<file path="config.mk">
export PLATFORM = sky130hd
export DESIGN_NAME = dpad_direction_filter
export DESIGN_NICKNAME = d
export VERILOG_FILES = /design/src/rtl/dpdf_pkg.sv /design/src/rtl/dpdf_step.sv /design/src/rtl/dpad_direction_filter.sv
export SDC_FILE = /design/constraint.sdc
export NUM_CORES = 1
export LEC_CHECK = 0
export ABC_AREA = 1
export BUFFER_PORTS_ARGS = -buffer_cell sky130_fd_sc_hd__buf_2
export CAP_MARGIN = 20
export CORE_ASPECT_RATIO = 1.4
export CORE_UTILIZATION = 50
export DETAILED_ROUTE_END_ITERATION = 8
export GPL_TIMING_DRIVEN = 0
export PLACE_DENSITY = 0.78
export REMOVE_ABC_BUFFERS = 1
export SYNTH_ARGS = -nofsm -noshare
export SYNTH_HDL_FRONTEND = slang
export SYNTH_HIERARCHICAL = 1
export SYNTH_SLANG_ARGS = --single-unit
export TNS_END_PERCENT = 50
</file>
<file path="constraint.sdc">
create_clock -name aclk -period 4.5 [get_ports aclk]
set_input_delay 0.45 -clock aclk [delete_from_list [all_inputs] [get_ports aclk]]
set_output_delay 0.45 -clock aclk [all_outputs]
set_load 0.05 [all_outputs]
</file>
<file path="src/rtl/dpdf_pkg.sv">
package dpdf_pkg;

    localparam int unsigned NUM_DIRS = 8;
    localparam int unsigned DIR_W    = 3;
    localparam int unsigned BTN_W    = 8;
    localparam int unsigned MODE_W   = 3;
    localparam int unsigned KIND_W   = 2;

    localparam logic [KIND_W-1:0] KIND_OTHER   = 2'd0;
    localparam logic [KIND_W-1:0] KIND_PRESS   = 2'd1;
    localparam logic [KIND_W-1:0] KIND_RELEASE = 2'd2;

    localparam logic [MODE_W-1:0] MODE_PASS          = 3'd0;
    localparam logic [MODE_W-1:0] MODE_STRAIGHT      = 3'd2;
    localparam logic [MODE_W-1:0] MODE_DIAGONAL      = 3'd3;
    localparam logic [MODE_W-1:0] MODE_BLANK_MIXED   = 3'd4;
    localparam logic [MODE_W-1:0] MODE_FOUR_STRAIGHT = 3'd5;
    localparam logic [MODE_W-1:0] MODE_FOUR_DIAGONAL = 3'd6;
    localparam logic [MODE_W-1:0] MODE_MAX           = MODE_FOUR_DIAGONAL;

    localparam logic [NUM_DIRS-1:0] EVEN_MASK = 8'h55;
    localparam logic [NUM_DIRS-1:0] ODD_MASK  = 8'hAA;

    typedef struct packed {
        logic [NUM_DIRS-1:0] raw;
        logic [NUM_DIRS-1:0] target;
        logic [NUM_DIRS-1:0] pressed;
    } pad_state_t;

    typedef struct packed {
        logic             ignored;
        logic             primary_valid;
        logic             primary_is_down;
        logic [BTN_W-1:0] primary_button;
        logic             extra_valid;
        logic [DIR_W-1:0] extra_button;
    } pad_result_t;

    typedef struct packed {
        logic             found;
        logic [DIR_W-1:0] index;
    } lowest_t;

    function automatic lowest_t lowest_bit(input logic [NUM_DIRS-1:0] v);
        lowest_t r;
        r.found = 1'b0;
        r.index = '0;
        for (int i = NUM_DIRS - 1; i >= 0; i--) begin
            if (v[i]) begin
                r.found = 1'b1;
                r.index = DIR_W'(i);
            end
        end
        return r;
    endfunction

endpackage

</file>
<file path="src/rtl/dpdf_step.sv">
module dpdf_step (
    input  logic [dpdf_pkg::MODE_W-1:0] pad_mode,
    input  logic [dpdf_pkg::KIND_W-1:0] event_kind,
    input  logic [dpdf_pkg::BTN_W-1:0]  button,
    input  dpdf_pkg::pad_state_t        state_in,
    output dpdf_pkg::pad_state_t        state_out,
    output dpdf_pkg::pad_result_t       result
);
    import dpdf_pkg::*;

    logic                is_button;
    logic                is_down;
    logic                pass;
    logic [NUM_DIRS-1:0] raw_next;
    logic [NUM_DIRS-1:0] even_bits;
    logic [NUM_DIRS-1:0] odd_bits;
    logic [NUM_DIRS-1:0] rot1;
    logic [NUM_DIRS-1:0] rot2;
    logic [NUM_DIRS-1:0] four;
    logic [NUM_DIRS-1:0] target_next;
    logic [NUM_DIRS-1:0] pressed_new;
    logic [NUM_DIRS-1:0] released_new;
    logic [NUM_DIRS-1:0] pressed_next;
    lowest_t             dn;
    lowest_t             up;

    assign is_button = (event_kind == KIND_PRESS) || (event_kind == KIND_RELEASE);
    assign is_down   = (event_kind == KIND_PRESS);
    assign pass      = (pad_mode < MODE_STRAIGHT) || (button >= BTN_W'(NUM_DIRS));

    always_comb begin
        raw_next = state_in.raw;
        raw_next[button[DIR_W-1:0]] = is_down;
    end

    assign even_bits = raw_next & EVEN_MASK;
    assign odd_bits  = raw_next & ODD_MASK;
    assign rot1      = {raw_next[0], raw_next[NUM_DIRS-1:1]};
    assign rot2      = {raw_next[1:0], raw_next[NUM_DIRS-1:2]};
    assign four      = raw_next | (rot1 & ~rot2);

    always_comb begin
        case (pad_mode)
            MODE_STRAIGHT: target_next = (|even_bits) ? even_bits : odd_bits;
            MODE_DIAGONAL: target_next = (|odd_bits) ? odd_bits : even_bits;
            MODE_BLANK_MIXED: begin
                if ((|even_bits) && !(|odd_bits)) begin
                    target_next = even_bits;
                end else if ((|odd_bits) && !(|even_bits)) begin
                    target_next = odd_bits;
                end else begin
                    target_next = '0;
                end
            end
            MODE_FOUR_STRAIGHT:
                target_next = (state_in.target & ODD_MASK) | (four & EVEN_MASK);
            MODE_FOUR_DIAGONAL:
                target_next = (state_in.target & EVEN_MASK) | (four & ODD_MASK);
            default: target_next = state_in.target;
        endcase
    end

    assign pressed_new  = target_next & ~state_in.pressed;
    assign released_new = ~target_next & state_in.pressed;
    assign dn = lowest_bit(pressed_new);
    assign up = lowest_bit(released_new);

    always_comb begin
        pressed_next = state_in.pressed;
        if (dn.found) begin
            pressed_next[dn.index] = 1'b1;
        end
        if (up.found) begin
            pressed_next[up.index] = 1'b0;
        end
    end

    always_comb begin
        state_out = state_in;
        result    = '0;
        if (!is_button) begin
            result.ignored = 1'b1;
        end else if (pass) begin
            result.primary_valid   = 1'b1;
            result.primary_is_down = is_down;
            result.primary_button  = button;
        end else begin
            state_out.raw     = raw_next;
            state_out.target  = target_next;
            state_out.pressed = pressed_next;
            if (dn.found) begin
                result.primary_valid   = 1'b1;
                result.primary_is_down = 1'b1;
                result.primary_button  = BTN_W'(dn.index);
            end
            if (up.found) begin
                result.extra_valid  = 1'b1;
                result.extra_button = up.index;
            end
        end
    end

endmodule

</file>
<file path="src/rtl/dpad_direction_filter.sv">
// Channel  | Valid / ready        | Payload
// s_       | s_tvalid / s_tready  | s_tuser event_kind, s_tdata button
// m_       | m_tvalid / m_tready  | m_tuser flags, m_tdata buttons
// cfg_     | cfg_valid / cfg_ready| cfg_data pad_mode
//
// One request per cycle while m_tready is high; m_tvalid comes from the result register.
// The filter step and both lowest-bit encoders sit between the input and result registers.
// Pad state is updated when a request moves into the result register.
// A stalled result holds in place; one more request waits in the input register.
// Reset (aresetn low, synchronous) clears valid flags, pad state and pad_mode.
module dpad_direction_filter (
    input  logic                         aclk,
    input  logic                         aresetn,
    input  logic                         s_tvalid,
    output logic                         s_tready,
    input  logic [dpdf_pkg::BTN_W-1:0]   s_tdata,   // [7:0] button
    input  logic [dpdf_pkg::KIND_W-1:0]  s_tuser,   // [1:0] event_kind
    output logic                         m_tvalid,
    input  logic                         m_tready,
    output logic [15:0]                  m_tdata,   // [7:0] primary_button, [10:8] extra_button
    output logic [3:0]                   m_tuser,   // [0] ignored, [1] primary_valid,
                                                    // [2] primary_is_down, [3] extra_valid
    input  logic                         cfg_valid,
    output logic                         cfg_ready,
    input  logic [dpdf_pkg::MODE_W-1:0]  cfg_data
);
    import dpdf_pkg::*;

    logic              in_valid_reg;
    logic [BTN_W-1:0]  in_button_reg;
    logic [KIND_W-1:0] in_kind_reg;
    logic              out_valid_reg;
    pad_result_t       out_result_reg;
    pad_state_t        state_reg;
    pad_state_t        state_next;
    pad_result_t       result_next;
    logic [MODE_W-1:0] pad_mode_reg;
    logic              out_load;
    logic              in_load;

    assign out_load  = in_valid_reg && (!out_valid_reg || m_tready);
    assign s_tready  = !in_valid_reg || out_load;
    assign in_load   = s_tvalid && s_tready;
    assign cfg_ready = 1'b1;

    dpdf_step u_step (
        .pad_mode   (pad_mode_reg),
        .event_kind (in_kind_reg),
        .button     (in_button_reg),
        .state_in   (state_reg),
        .state_out  (state_next),
        .result     (result_next)
    );

    always_ff @(posedge aclk) begin
        if (!aresetn) begin
            pad_mode_reg <= MODE_PASS;
        end else if (cfg_valid && cfg_ready) begin
            pad_mode_reg <= (cfg_data > MODE_MAX) ? MODE_PASS : cfg_data;
        end
    end

    always_ff @(posedge aclk) begin
        if (!aresetn) begin
            in_valid_reg  <= 1'b0;
            out_valid_reg <= 1'b0;
            state_reg     <= '0;
        end else begin
            if (in_load) begin
                in_valid_reg <= 1'b1;
            end else if (out_load) begin
                in_valid_reg <= 1'b0;
            end
            if (out_load) begin
                out_valid_reg <= 1'b1;
                state_reg     <= state_next;
            end else if (m_tready) begin
                out_valid_reg <= 1'b0;
            end
        end
    end

    always_ff @(posedge aclk) begin
        if (in_load) begin
            in_button_reg <= s_tdata;
            in_kind_reg   <= s_tuser;
        end
        if (out_load) begin
            out_result_reg <= result_next;
        end
    end

    assign m_tvalid = out_valid_reg;
    assign m_tdata  = {5'd0, out_result_reg.extra_button, out_result_reg.primary_button};
    assign m_tuser  = {out_result_reg.extra_valid, out_result_reg.primary_is_down,
                       out_result_reg.primary_valid, out_result_reg.ignored};

`ifndef NO_ASSERTIONS
    a_ignored_alone: assert property (@(posedge aclk) disable iff (!aresetn)
        (out_valid_reg && out_result_reg.ignored)
            |-> (!out_result_reg.primary_valid && !out_result_reg.extra_valid))
        else $error("ignored result carries a button report");

    a_pass_no_extra: assert property (@(posedge aclk) disable iff (!aresetn)
        (out_valid_reg && out_result_reg.primary_valid
            && (out_result_reg.primary_button >= BTN_W'(NUM_DIRS)))
            |-> !out_result_reg.extra_valid)
        else $error("passthrough result carries a virtual release");

    a_pass_mode_keeps_state: assert property (@(posedge aclk) disable iff (!aresetn)
        (pad_mode_reg < MODE_STRAIGHT) |=> $stable(state_reg))
        else $error("pad state changed in passthrough mode");
`endif

endmodule

</file>
**Word-level counts from Yosys, hierarchy flattened**

Index checks and enable logic that the tools add are counted.

- Flip-flop bits (word level): 54
- Bits of input ports: 18

- Equality and inequality tests: 7
- Muxes and demuxes: 39
- Bitwise gates (word level): 15
- Reduce and logical (&&, ||, !) cells: 22
- Order comparisons: 9

Operators by type and width:

| operator | count |
|---|---|
| two-way mux 4 bit | 17 |
| two-way mux 8 bit | 6 |
| one-hot mux 8 bit (5 select lines) | 1 |
| AND 8 bit | 4 |
| NOT 8 bit | 4 |
| two-way mux 10 bit | 2 |
| bitwise OR 8 bit | 2 |
| less-than comparator 3 x 4 -> 1 bit, second input constant | 3 |
| demux 1 bit (select 3 bit) | 3 |
| equality test 3 bit, second input constant | 3 |
| >= comparator 3 x 1 -> 1 bit, second input constant | 3 |
| bitwise mux 8 bit | 1 |
| >= comparator 8 x 4 -> 1 bit, second input constant | 1 |
| two-way mux 1 bit | 8 |
| bitwise OR 7 x 8 -> 8 bit | 1 |
| bitwise OR 8 x 7 -> 8 bit | 1 |
| OR reduction 4 bit | 2 |
| logical AND 1 bit | 7 |
| equality test 3 x 2 -> 1 bit, second input constant | 2 |
| logical NOT 1 bit | 4 |
| logical OR 1 bit | 4 |
| nonzero test 2 bit | 2 |
| greater-than comparator 3 bit, second input constant | 1 |
| less-than comparator 3 x 2 -> 1 bit, second input constant | 1 |
| 7 further kinds | 9 |

**Longest topological paths before layout**

Gate-level depths: netlist (run 1).

- Depth after elaboration: 28
- Gate-level depth with buffers: 25
- Depth with buffers taken out: 24

**By module**

Netlist (run 1), hierarchy kept.

By module, submodules not included:

| module | cells an instance | area an instance (µm²) | instances |
|---|---|---|---|
| dpad_direction_filter | 221 | 2123.3 | 1 |
| dpdf_step | 295 | 1547.7 | 1 |

**Least setup slack after synthesis (run 1)**

OpenSTA, ideal clock, no wires.

- Path type: reg2reg
- From: register in_kind_reg[1]
- To: register state_reg[1] (netlist bit)
- Cell stages (with the launch flop): 21
- Path buffers: 0
- Data arrival time: 2.149 ns
- Period minus slack after synthesis: 2.213 ns
- Library setup time: 0.064 ns
- Path slack: 2.287 ns
- Cell sequence: edfxtp_1 -> inv_1 -> ha_1 -> inv_1 -> o21ai_2 -> inv_2 -> nand3_2 -> nand2_4 -> nand2_2 -> nand3_2 -> nand2_2 -> nand2_1 -> nor2_1 -> nor2_2 -> a21oi_2 -> nand4_1 -> a21oi_1 -> inv_1 -> nand3_1 -> nand2_1 -> nor2_1

- Word-level cells in the longest chain between the ends: 25
- Elaborated cells between the ends (all ways): 55
- Classes of those cells: order compare: 4; eq/ne: 2; mux: 28; bitwise: 11; reduce/logical: 10

RTL lines:

| element | RTL line | source |
|---|---|---|
| start: declaration | dpad_direction_filter.sv:31 | `logic [KIND_W-1:0] in_kind_reg;` |
| start signal: assignment | dpad_direction_filter.sv:86 | `in_kind_reg <= s_tuser;` |
| equality test 2 x 1 -> 1 bit | dpdf_step.sv:27, dpdf_step.sv:28 |  |
| bitwise mux 8 bit | dpdf_step.sv:33 | `raw_next[button[DIR_W-1:0]] = is_down;` |
| OR reduction 4 bit | dpdf_step.sv:44, dpdf_step.sv:47, dpdf_step.sv:49 |  |
| logical NOT 1 bit | dpdf_step.sv:49 | `end else if ((\|odd_bits) && !(\|even_bits)) begin` |
| logical AND 1 bit | dpdf_step.sv:49 |  |
| two-way mux 8 bit | dpdf_step.sv:49 |  |
| two-way mux 8 bit | dpdf_step.sv:47 | `if ((\|even_bits) && !(\|odd_bits)) begin` |
| one-hot mux 8 bit (5 select lines) | dpdf_step.sv:43 | `case (pad_mode)` |
| [9 not listed] | -- |  |
| less-than comparator 3 x 4 -> 1 bit (implied by the code), or another cell as far along | dpdf_step.sv:71 | `pressed_next[dn.index] = 1'b1;` |
| logical AND 1 bit (implied by the code), or another cell as far along | dpdf_step.sv:71 |  |
| two-way mux 1 bit (implied by the code) / logical AND 1 bit (equally long branches) | dpdf_step.sv:71, dpdf_step.sv:74 |  |
| demux 1 bit (select 3 bit) / two-way mux 1 bit (equally long branches) | -- |  |
| bitwise OR 8 bit (no line) / demux 1 bit (select 3 bit) (equally long branches) | -- |  |
| two-way mux 8 bit / NOT 8 bit (equally long branches) | -- |  |
| AND 8 bit (no line) | -- |  |
| two-way mux 8 bit | dpdf_step.sv:73 | `if (up.found) begin` |
| end signal: assignment | dpad_direction_filter.sv:76 | `state_reg <= state_next;` |
| end: declaration | dpad_direction_filter.sv:34 | `pad_state_t state_reg;` |

Parallel ways exist; a longest one is shown, timed or not.
A chain may end at the register's enable or synchronous reset.

**Worst setup path in the final report (run 1)**

- From: register pad_mode_reg[2]
- To: register state_reg[6] (netlist bit)

- Word-level cells in the longest chain between the ends: 19
- Elaborated cells between the ends (all ways): 44
- Classes of those cells: order compare: 5; eq/ne: 5; mux: 23; bitwise: 7; reduce/logical: 4

RTL lines:

| element | RTL line | source |
|---|---|---|
| start: declaration | dpad_direction_filter.sv:37 | `logic [MODE_W-1:0] pad_mode_reg;` |
| start signal: assignment | dpad_direction_filter.sv:59 | `pad_mode_reg <= (cfg_data > MODE_MAX) ? MODE_PASS : cfg_data;` |
| equality test 3 bit / equality test 3 x 2 -> 1 bit (equally long branches) | dpdf_step.sv:43 |  |
| one-hot mux 8 bit (5 select lines) | dpdf_step.sv:43 |  |
| AND 8 bit / NOT 8 bit (equally long branches) | dpdf_step.sv:63, dpdf_step.sv:64 |  |
| two-way mux 4 bit / AND 8 bit (equally long branches) | dpdf_pkg.sv:49, dpdf_step.sv:64 |  |
| two-way mux 4 bit (7 in a row) | dpdf_pkg.sv:49 | `if (v[i]) begin` |
| less-than comparator 3 x 4 -> 1 bit (implied by the code), or another cell as far along | dpdf_step.sv:71 |  |
| logical AND 1 bit (implied by the code), or another cell as far along | dpdf_step.sv:71 |  |
| two-way mux 1 bit (implied by the code) / logical AND 1 bit (equally long branches) | dpdf_step.sv:71, dpdf_step.sv:74 |  |
| demux 1 bit (select 3 bit) / two-way mux 1 bit (equally long branches) | -- |  |
| bitwise OR 8 bit (no line) / demux 1 bit (select 3 bit) (equally long branches) | -- |  |
| two-way mux 8 bit / NOT 8 bit (equally long branches) | -- |  |
| AND 8 bit (no line) | -- |  |
| two-way mux 8 bit | dpdf_step.sv:73 |  |

Parallel ways exist; a longest one is shown, timed or not.

==> summary.txt, run 1 <==
Yosys
  • EDFF count, synth: 25
  • Share of the synthesized area in the top cell type: 0.204
  • Syn Area/Cell: 7.11 µm²
  • Top cells by area, synth: edfxtp_1, dfxtp_1, nand2_1, nand3_1, inv_1
  • Post-Synthesis Cells: 516
  • Yosys cell types: 38
  • FF+latch count, synth: 54
  • Cell taking the most area after synthesis: edfxtp_1
  • Post-synth top cells: nand2_1, inv_1, nand3_1, nor2_1, a21oi_1
  • Async SR Flop Fraction: 0
  • Top-count cell post-synth: nand2_1
  • Yosys warning total: 6
  • Mapped cell area: 3670 µm²
  • Ys flop type: dfxtp_1
  • Seq/Total Area, Yosys: 0.363

Global route
  • Grt total ovfl: 0
  • Global-route wire length before repair: 13,200 µm
  • Initial antenna violation count: 0
  • Vias in the first global route: 3,025
  • Pin count of the biggest net entering global routing: 50
  • Tot GR Track Use: 0.225

Power
  • Total chip power: 1.24 mW
  • Reg power frac: 0.464
  • Clock power frac: 0.275
  • Internal: 0.814 mW
  • Net Sw Frac: 0.343
  • Pleak: 1.76 nW
  • Power Dens Cells: 314 nW/µm²
  • Peak supply drop: 0.000228 V
  • Combinational share of power: 0.260
  • Sw power: 0.426 mW

Timing
  • Min Clock Period, post-route: 3.68 ns
  • Clock skew: 0.00899 ns
  • Final Max Tran Viols: 0
  • Slew at the pin with the worst max-slew slack: 0.988 ns
  • Final Setup Violations: 0
  • Relative slew slack: 0.339
  • Final TNS setup: 0 ns
  • RSZ-0062 raised after global routing: no
  • Worst hold slack: 0.307 ns
  • Fin crit share: 0.818
  • Setup ws final: 0.818 ns
  • Final hold violations: 0
  • Max Clk Rate: 0.272 GHz

Worst setup path
  • Required @ worst endpoint: 4.72 ns
  • Crit path max fanout: 26
  • Critical Path Start: pad_mode_reg[2]$_SDFFE_PN0P_
  • Reg-to-reg critical path endpoint: state_reg[6]$_SDFFE_PN0P_
  • End of the critical path: state_reg[6]$_SDFFE_PN0P_
  • Critical path class: register to register
  • Critical path arrival: 3.90 ns
  • Worst r2r src: pad_mode_reg[2]$_SDFFE_PN0P_
  • Crit end category: register
  • Startpoint types: register
  • R2r setup slk: 0.82 ns
  • Cells on worst reg2reg path: 13

Clocking
  • Post-CTS Setup Bufs: 0
  • CTS tree: built
  • Skew-Pair Late Insertion Delay: 0.32 ns
  • CTS Hold Bufs: 0
  • Longest Clk Path Bufs: 2
  • Post-CTS resize count: 0
  • CTS Buf Count: 5
  • Root Driver: clkbuf_8
  • Clock sinks: 54
  • Clock slew at reported path FFs: 0.10 ns
  • CTS H-tree lvls: 2

Route
  • Vias post-DR: 3,285
  • First-pass DRT Iterations: 6
  • Starting DRT DRC Count: 221
  • Vias/cell: 5.20
  • Final ANT Viol Nets: 0
  • Routed WL: 7900 µm
  • Wire length per cell: 12.5 µm
  • Post-route DRC violation count: 0

Hold path
  • Hold depth: 1
  • Hold Path Origin: s_tdata[2]
  • Min-delay worst type: input pin to register

Cells and area
  • Final antenna diode count: 0
  • # nets final: 556
  • Area Growth Syn to Fin: 7.40%
  • Max reg flops: 24
  • Layout cells sized above 1: 0.242
  • Non-Filler Instances: 632

Placement
  • PortBufs: 34
  • Hpwl dp: 5930 µm
  • Routability congestion estimate: 0.889
  • Dpl cells: 624
  • Pre-CTS setup slack: 0.928 ns

Die
  • Core box area: 7030 µm²
  • Row count: 36
  • # IOs: 41
  • Die Y: 103 µm
  • Die Area: 7690 µm²
  • Initial Util: 0.522
  • Die W: 74.4 µm

Flow run
  • Max cap viols: 0

Status
  • Status: finished clean
## critical path, cell delays in order, from the launching register on
cell and delay [ns]:
dfxtp_1 0.41, inv_2 0.10, nand2_2 0.12, nand4_1 0.25
nor2_1 0.84, clkinv_1 0.93, nor2_2 0.33, nand3_1 0.12
a21oi_1 0.16, a21oi_1 0.06, inv_1 0.05, nand3_1 0.06
nand2_1 0.10, nor2_1 0.04
## cells by family (layout without fill, tap and decap cells)
group	after synthesis	after routing	share of synthesized area
compound gates	69	69	0.120
fa+ha+maj	2	2	0.00682
buf+inv	107	124	0.134
flops	54	54	0.363
other cells	2	6	0.00205
simple gates	282	282	0.375
## cell usage in the layout (no fill, tap or decap), types with 2 or more instances in the layout
cell / instances
ha_1: 2
nor3_1: 2
a21oi_1: 31
nor2_4: 2
nand2_1: 115
nand2_4: 2
buf_2: 34
clkbuf_8: 5
dfxtp_1: 28
o21ai_0: 15
nor2_2: 9
edfxtp_1: 25
a21oi_2: 10
nand4_1: 12
inv_1: 65
conb_1: 6
inv_2: 12
nor2_1: 49
o21ai_2: 6
nand3_2: 8
inv_4: 2
nand3_1: 50
nand2_2: 28
## how the worst min path moves through the flow
stage          slack [ns]                          to
5_1_grt              0.29  in_button_reg[6]$_DFFE_PP_
4_1_cts              0.30  in_button_reg[4]$_DFFE_PP_
3_5_place_dp         0.47   state_reg[8]$_SDFFE_PN0P_
6_report             0.31  in_button_reg[2]$_DFFE_PP_
2_1_floorplan        0.45  state_reg[10]$_SDFFE_PN0P_
3_3_place_gp         0.47  state_reg[12]$_SDFFE_PN0P_
## layer usage
layer | track usage | vias to the layer above | share of wire
li1 | - | 1672 | -
met1 | 0.248 | 1492 | 0.41
met2 | 0.399 | 89 | 0.51
met3 | 0.0388 | 32 | 0.033
met4 | 0.131 | 0 | 0.047
met5 | 0 | - | 0
## power groups by stage
stage	logic [mW]	clock network (mW)	registers (mW)
after floorplan	0.222	0	0.610
after global placement	0.306	0	0.589
after detailed placement	0.320	0	0.587
after CTS	0.321	0.347	0.576
after global routing	0.358	0.365	0.581
final	0.323	0.341	0.576
## per-stage QoR
stage | area (µm²) | utilization
finish | 3940 | 0.561
global route | 3940 | 0.561
CTS | 3940 | 0.561
detailed placement | 3830 | 0.545
global placement | 3790 | 0.539
floorplan | 3500 | -
## layout make-up
type                    instances  area (µm²)
well taps                      95         119
clock buffers                   5        68.8
fillers                       683        3080
inverters                      80         305
clock inverters                 3        47.5
multi-input cells             359        1860
flip-flops and latches         54        1330
repair buffers                 36         205
Power figures use the tool's default switching activity.
==> run 2, diff against run 1 <==
--- a/config.mk
+++ b/config.mk
@@ -5,7 +5,7 @@
 export SDC_FILE = /design/constraint.sdc
 export NUM_CORES = 1
 export LEC_CHECK = 0
-export ABC_AREA = 1
+export ABC_AREA = 0
 export BUFFER_PORTS_ARGS = -buffer_cell sky130_fd_sc_hd__buf_2
 export CAP_MARGIN = 20
 export CORE_ASPECT_RATIO = 1.4
==> constraint.sdc (replaced) <==
create_clock -name aclk -period 3.75 [get_ports aclk]
set_input_delay 0.375 -clock aclk [delete_from_list [all_inputs] [get_ports aclk]]
set_output_delay 0.375 -clock aclk [all_outputs]
set_load 0.05 [all_outputs]
==> run 2 against run 1 <==
Worst hold slack worse by 0.078 ns. Final cell count is 20% lower. Die area is 2.5% lower. Non-clock buffer count is 1 lower. Sequential power is 14% higher. Utilization is 1.1 points lower. Critical path type unchanged. Critical path depth stayed put. Register-to-register slack worse by 0.59 ns. Critical endpoint unchanged. Largest cell class unchanged. Count of clock-buffer cells in the layout stayed put. Clock skew hardly changed.
==> summary.txt, run 2 <==
Global route
  • Tot GR Track Use: 0.208 (-0.0167)
  • Grt total ovfl: 0 (unchanged)
  • Vias in the first global route: 2,770 (-8.4%)
  • Pin count of the biggest net entering global routing: 54 (+8.0%)
  • Global-route wire length before repair: 12,300 µm (-6.8%)
  • Initial antenna violation count: 0 (unchanged)

Route
  • Vias post-DR: 2,897 (-12%)
  • Routed WL: 7550 µm (-4.5%)
  • Starting DRT DRC Count: 163 (-26%)
  • Wire length per cell: 15.0 µm (+20%)
  • Post-route DRC violation count: 0 (unchanged)
  • Final ANT Viol Nets: 0 (unchanged)
  • First-pass DRT Iterations: 4 (-2)
  • Vias/cell: 5.74 (+10%)

Die
  • Initial Util: 0.516 (-0.00674)
  • Row count: 36 (unchanged)
  • Die Y: 102 µm (-1.3%)
  • Die W: 73.5 µm (-1.2%)
  • # IOs: 41 (unchanged)
  • Die Area: 7500 µm² (-2.5%)
  • Core box area: 6940 µm² (-1.3%)

Yosys
  • Post-Synthesis Cells: 392 (-24%)
  • Yosys warning total: 6 (unchanged)
  • Async SR Flop Fraction: 0 (unchanged)
  • Seq/Total Area, Yosys: 0.372 (+0.00951)
  • Ys flop type: dfxtp_1
  • Top cells by area, synth: edfxtp_1, dfxtp_1, nand2_1, mux2i_1, a21oi_1
  • Mapped cell area: 3580 µm² (-2.6%)
  • EDFF count, synth: 25 (unchanged)
  • Post-synth top cells: nand2_1, dfxtp_1, mux2i_1, edfxtp_1
  • Share of the synthesized area in the top cell type: 0.210 (+0.00536)
  • Top-count cell post-synth: nand2_1
  • Cell taking the most area after synthesis: edfxtp_1
  • FF+latch count, synth: 54 (unchanged)
  • Syn Area/Cell: 9.13 µm² (+28%)
  • Yosys cell types: 74 (+95%)

Power
  • Sw power: 0.344 mW (-19%)
  • Total chip power: 1.17 mW (-5.4%)
  • Peak supply drop: 0.000152 V (-33%)
  • Combinational share of power: 0.148 (-0.112)
  • Internal: 0.829 mW (+1.9%)
  • Reg power frac: 0.557 (+0.093)
  • Clock power frac: 0.295 (+0.020)
  • Pleak: 1.35 nW (-23%)
  • Net Sw Frac: 0.293 (-0.0504)
  • Power Dens Cells: 308 nW/µm² (-2.1%)

Clocking
  • CTS tree: built
  • Longest Clk Path Bufs: 2 (unchanged)
  • Post-CTS Setup Bufs: 0 (unchanged)
  • Root Driver: clkbuf_8
  • Clock sinks: 54 (unchanged)
  • CTS Buf Count: 5 (unchanged)
  • CTS H-tree lvls: 2 (unchanged)
  • Clock slew at reported path FFs: 0.11 ns (about the same)
  • Skew-Pair Late Insertion Delay: 0.32 ns (about the same)

Cells and area
  • Most frequent cells in the layout: nand2_1, buf_2, dfxtp_1
  • # nets final: 429 (-23%)
  • Reg area: 1330 µm² (about the same)
  • Max reg flops: 24 (unchanged)
  • Multi-input gate area: 2040 µm² (+9.5%)
  • Final antenna diode count: 0 (unchanged)
  • Fillers: 645 (-5.6%)
  • Commonest non-fill, non-tap cell in the layout: nand2_1
  • Area Growth Syn to Fin: 6.58%
  • Layout cells sized above 1: 0.198 (-0.0445)

Timing
  • Slew at the pin with the worst max-slew slack: 0.876 ns (-0.111 ns)
  • Final Max Tran Viols: 0 (unchanged)
  • Worst hold slack: 0.229 ns (-0.0784 ns)
  • Clock skew: 0.00878 ns (-0.000212 ns)
  • Final TNS setup: 0 ns (unchanged)
  • Final hold violations: 0 (unchanged)
  • Relative slew slack: 0.416 (+0.0765)
  • Max Clk Rate: 0.284 GHz (+4.6%)
  • Min Clock Period, post-route: 3.52 ns (-0.162 ns)
  • Final Setup Violations: 0 (unchanged)
  • RSZ-0062 raised after global routing: no
  • Fin crit share: 0.939 (+0.120)

Worst setup path
  • Required @ worst endpoint: 4.01 ns (-0.71 ns)
  • Crit path max fanout: 8 (-69%)
  • Startpoint types: register
  • Critical path class: register to register
  • Critical path arrival: 3.78 ns (-0.12 ns)
  • Crit end category: register

Placement
  • Routability congestion estimate: 0.931 (+4.7%)
  • Hpwl dp: 5300 µm (-11%)
  • PortBufs: 34 (unchanged)

Status
  • Status: finished clean

Hold path
  • Min-delay worst type: input pin to register

Flow run
  • Max cap viols: 0 (unchanged)
-- run 2: cell types whose count changed after synthesis, moves of 11 or more --
cell / previous run / this run
inv_1: 65 / 9
nand3_1: 50 / 7
nor2_1: 49 / 16
nand2_1: 115 / 85
nand2_2: 28 / 0
mux2i_1: 0 / 26
inv_2: 12 / 0
nand4_1: 12 / 0
a21oi_1: 31 / 20
-- run 2: kinds of logic after synthesis --
family | after synthesis | share of synthesized area
fa+ha+maj | 2 | 0.00699
compound gates | 99 | 0.212
xor+xnor | 2 | 0.00490
other cells | 2 | 0.00210
buf+inv | 38 | 0.0717
mux | 35 | 0.103
flops | 54 | 0.372
simple gates | 160 | 0.227
-- run 2: final cells by class --
class	instances	share of cell area
Tap cell	95	0.0312
Clock inverter	3	0.00755
Inverter	9	0.00886
Clock buffer	5	0.0181
Timing Repair Buffer	35	0.0499
Multi-Input combinational cell	304	0.535
Sequential cell	54	0.349
-- run 2: worst paths after layout --
| check | start | end | slack [ns] | depth (start not counted) |
|---|---|---|---|---|
| setup / recovery | in_kind_reg[1]$_DFFE_PP_ | state_reg[6]$_SDFFE_PN0P_ | 0.23 | 13 |
| hold / removal | s_tdata[6] | in_button_reg[6]$_DFFE_PP_ | 0.23 | 1 |
| setup reg to reg | in_kind_reg[1]$_DFFE_PP_ | state_reg[6]$_SDFFE_PN0P_ | 0.23 | 13 |
| hold reg to reg | state_reg[10]$_SDFFE_PN0P_ | state_reg[10]$_SDFFE_PN0P_ | 0.49 | 2 |
-- run 2: power groups by stage --
| stage | Sequential, mW | Combinational (mW) | Clock, mW |
|---|---|---|---|
| floorplan | 0.692 | 0.0957 | 0 |
| detailed placement | 0.667 | 0.170 | 0 |
| global placement | 0.667 | 0.166 | 0 |
| finish | 0.654 | 0.173 | 0.346 |
| CTS | 0.653 | 0.171 | 0.361 |
| global route | 0.657 | 0.185 | 0.379 |
-- run 2: per-layer routing --
metal | part of all wire | global-route usage | vias up
met1 | 0.43 | 0.241 | 1370
li1 | - | - | 1436
met4 | 0.033 | 0.107 | 0
met2 | 0.50 | 0.368 | 71
met3 | 0.030 | 0.0296 | 20
met5 | 0 | 0 | -
-- run 2: critical path, stage by stage (launching register included) --
cell and delay, ns:
edfxtp_1 0.38, inv_1 0.08, ha_1 0.32, or4b_1 0.50, and2_4 0.19, a311oi_4 0.36, nor3_4 0.11, a221oi_4 0.40
o22ai_1 0.22, nor4b_2 0.40, and2b_1 0.17, o22a_1 0.13, nand2_1 0.05, mux2i_1 0.15
-- run 2: what timing repair did --
item | CTS | global route
resized for setup | 1 | 4
pin swaps | 0 | 0
hold buffers | 0 | 0
setup endpoints to repair | 1 | 4
-- run 2: stage by stage --
stage | util | cell area, µm² | std cells | setup WS [ns]
2_1_floorplan | - | 3370 | 367 | 0.580
3_3_place_gp | 0.527 | 3660 | 496 | -0.0850
3_5_place_dp | 0.531 | 3680 | 497 | -0.0344
4_1_cts | 0.545 | 3780 | 505 | 0.171
5_1_grt | 0.550 | 3810 | 505 | 0.0389
6_report | 0.550 | 3810 | 505 | 0.230
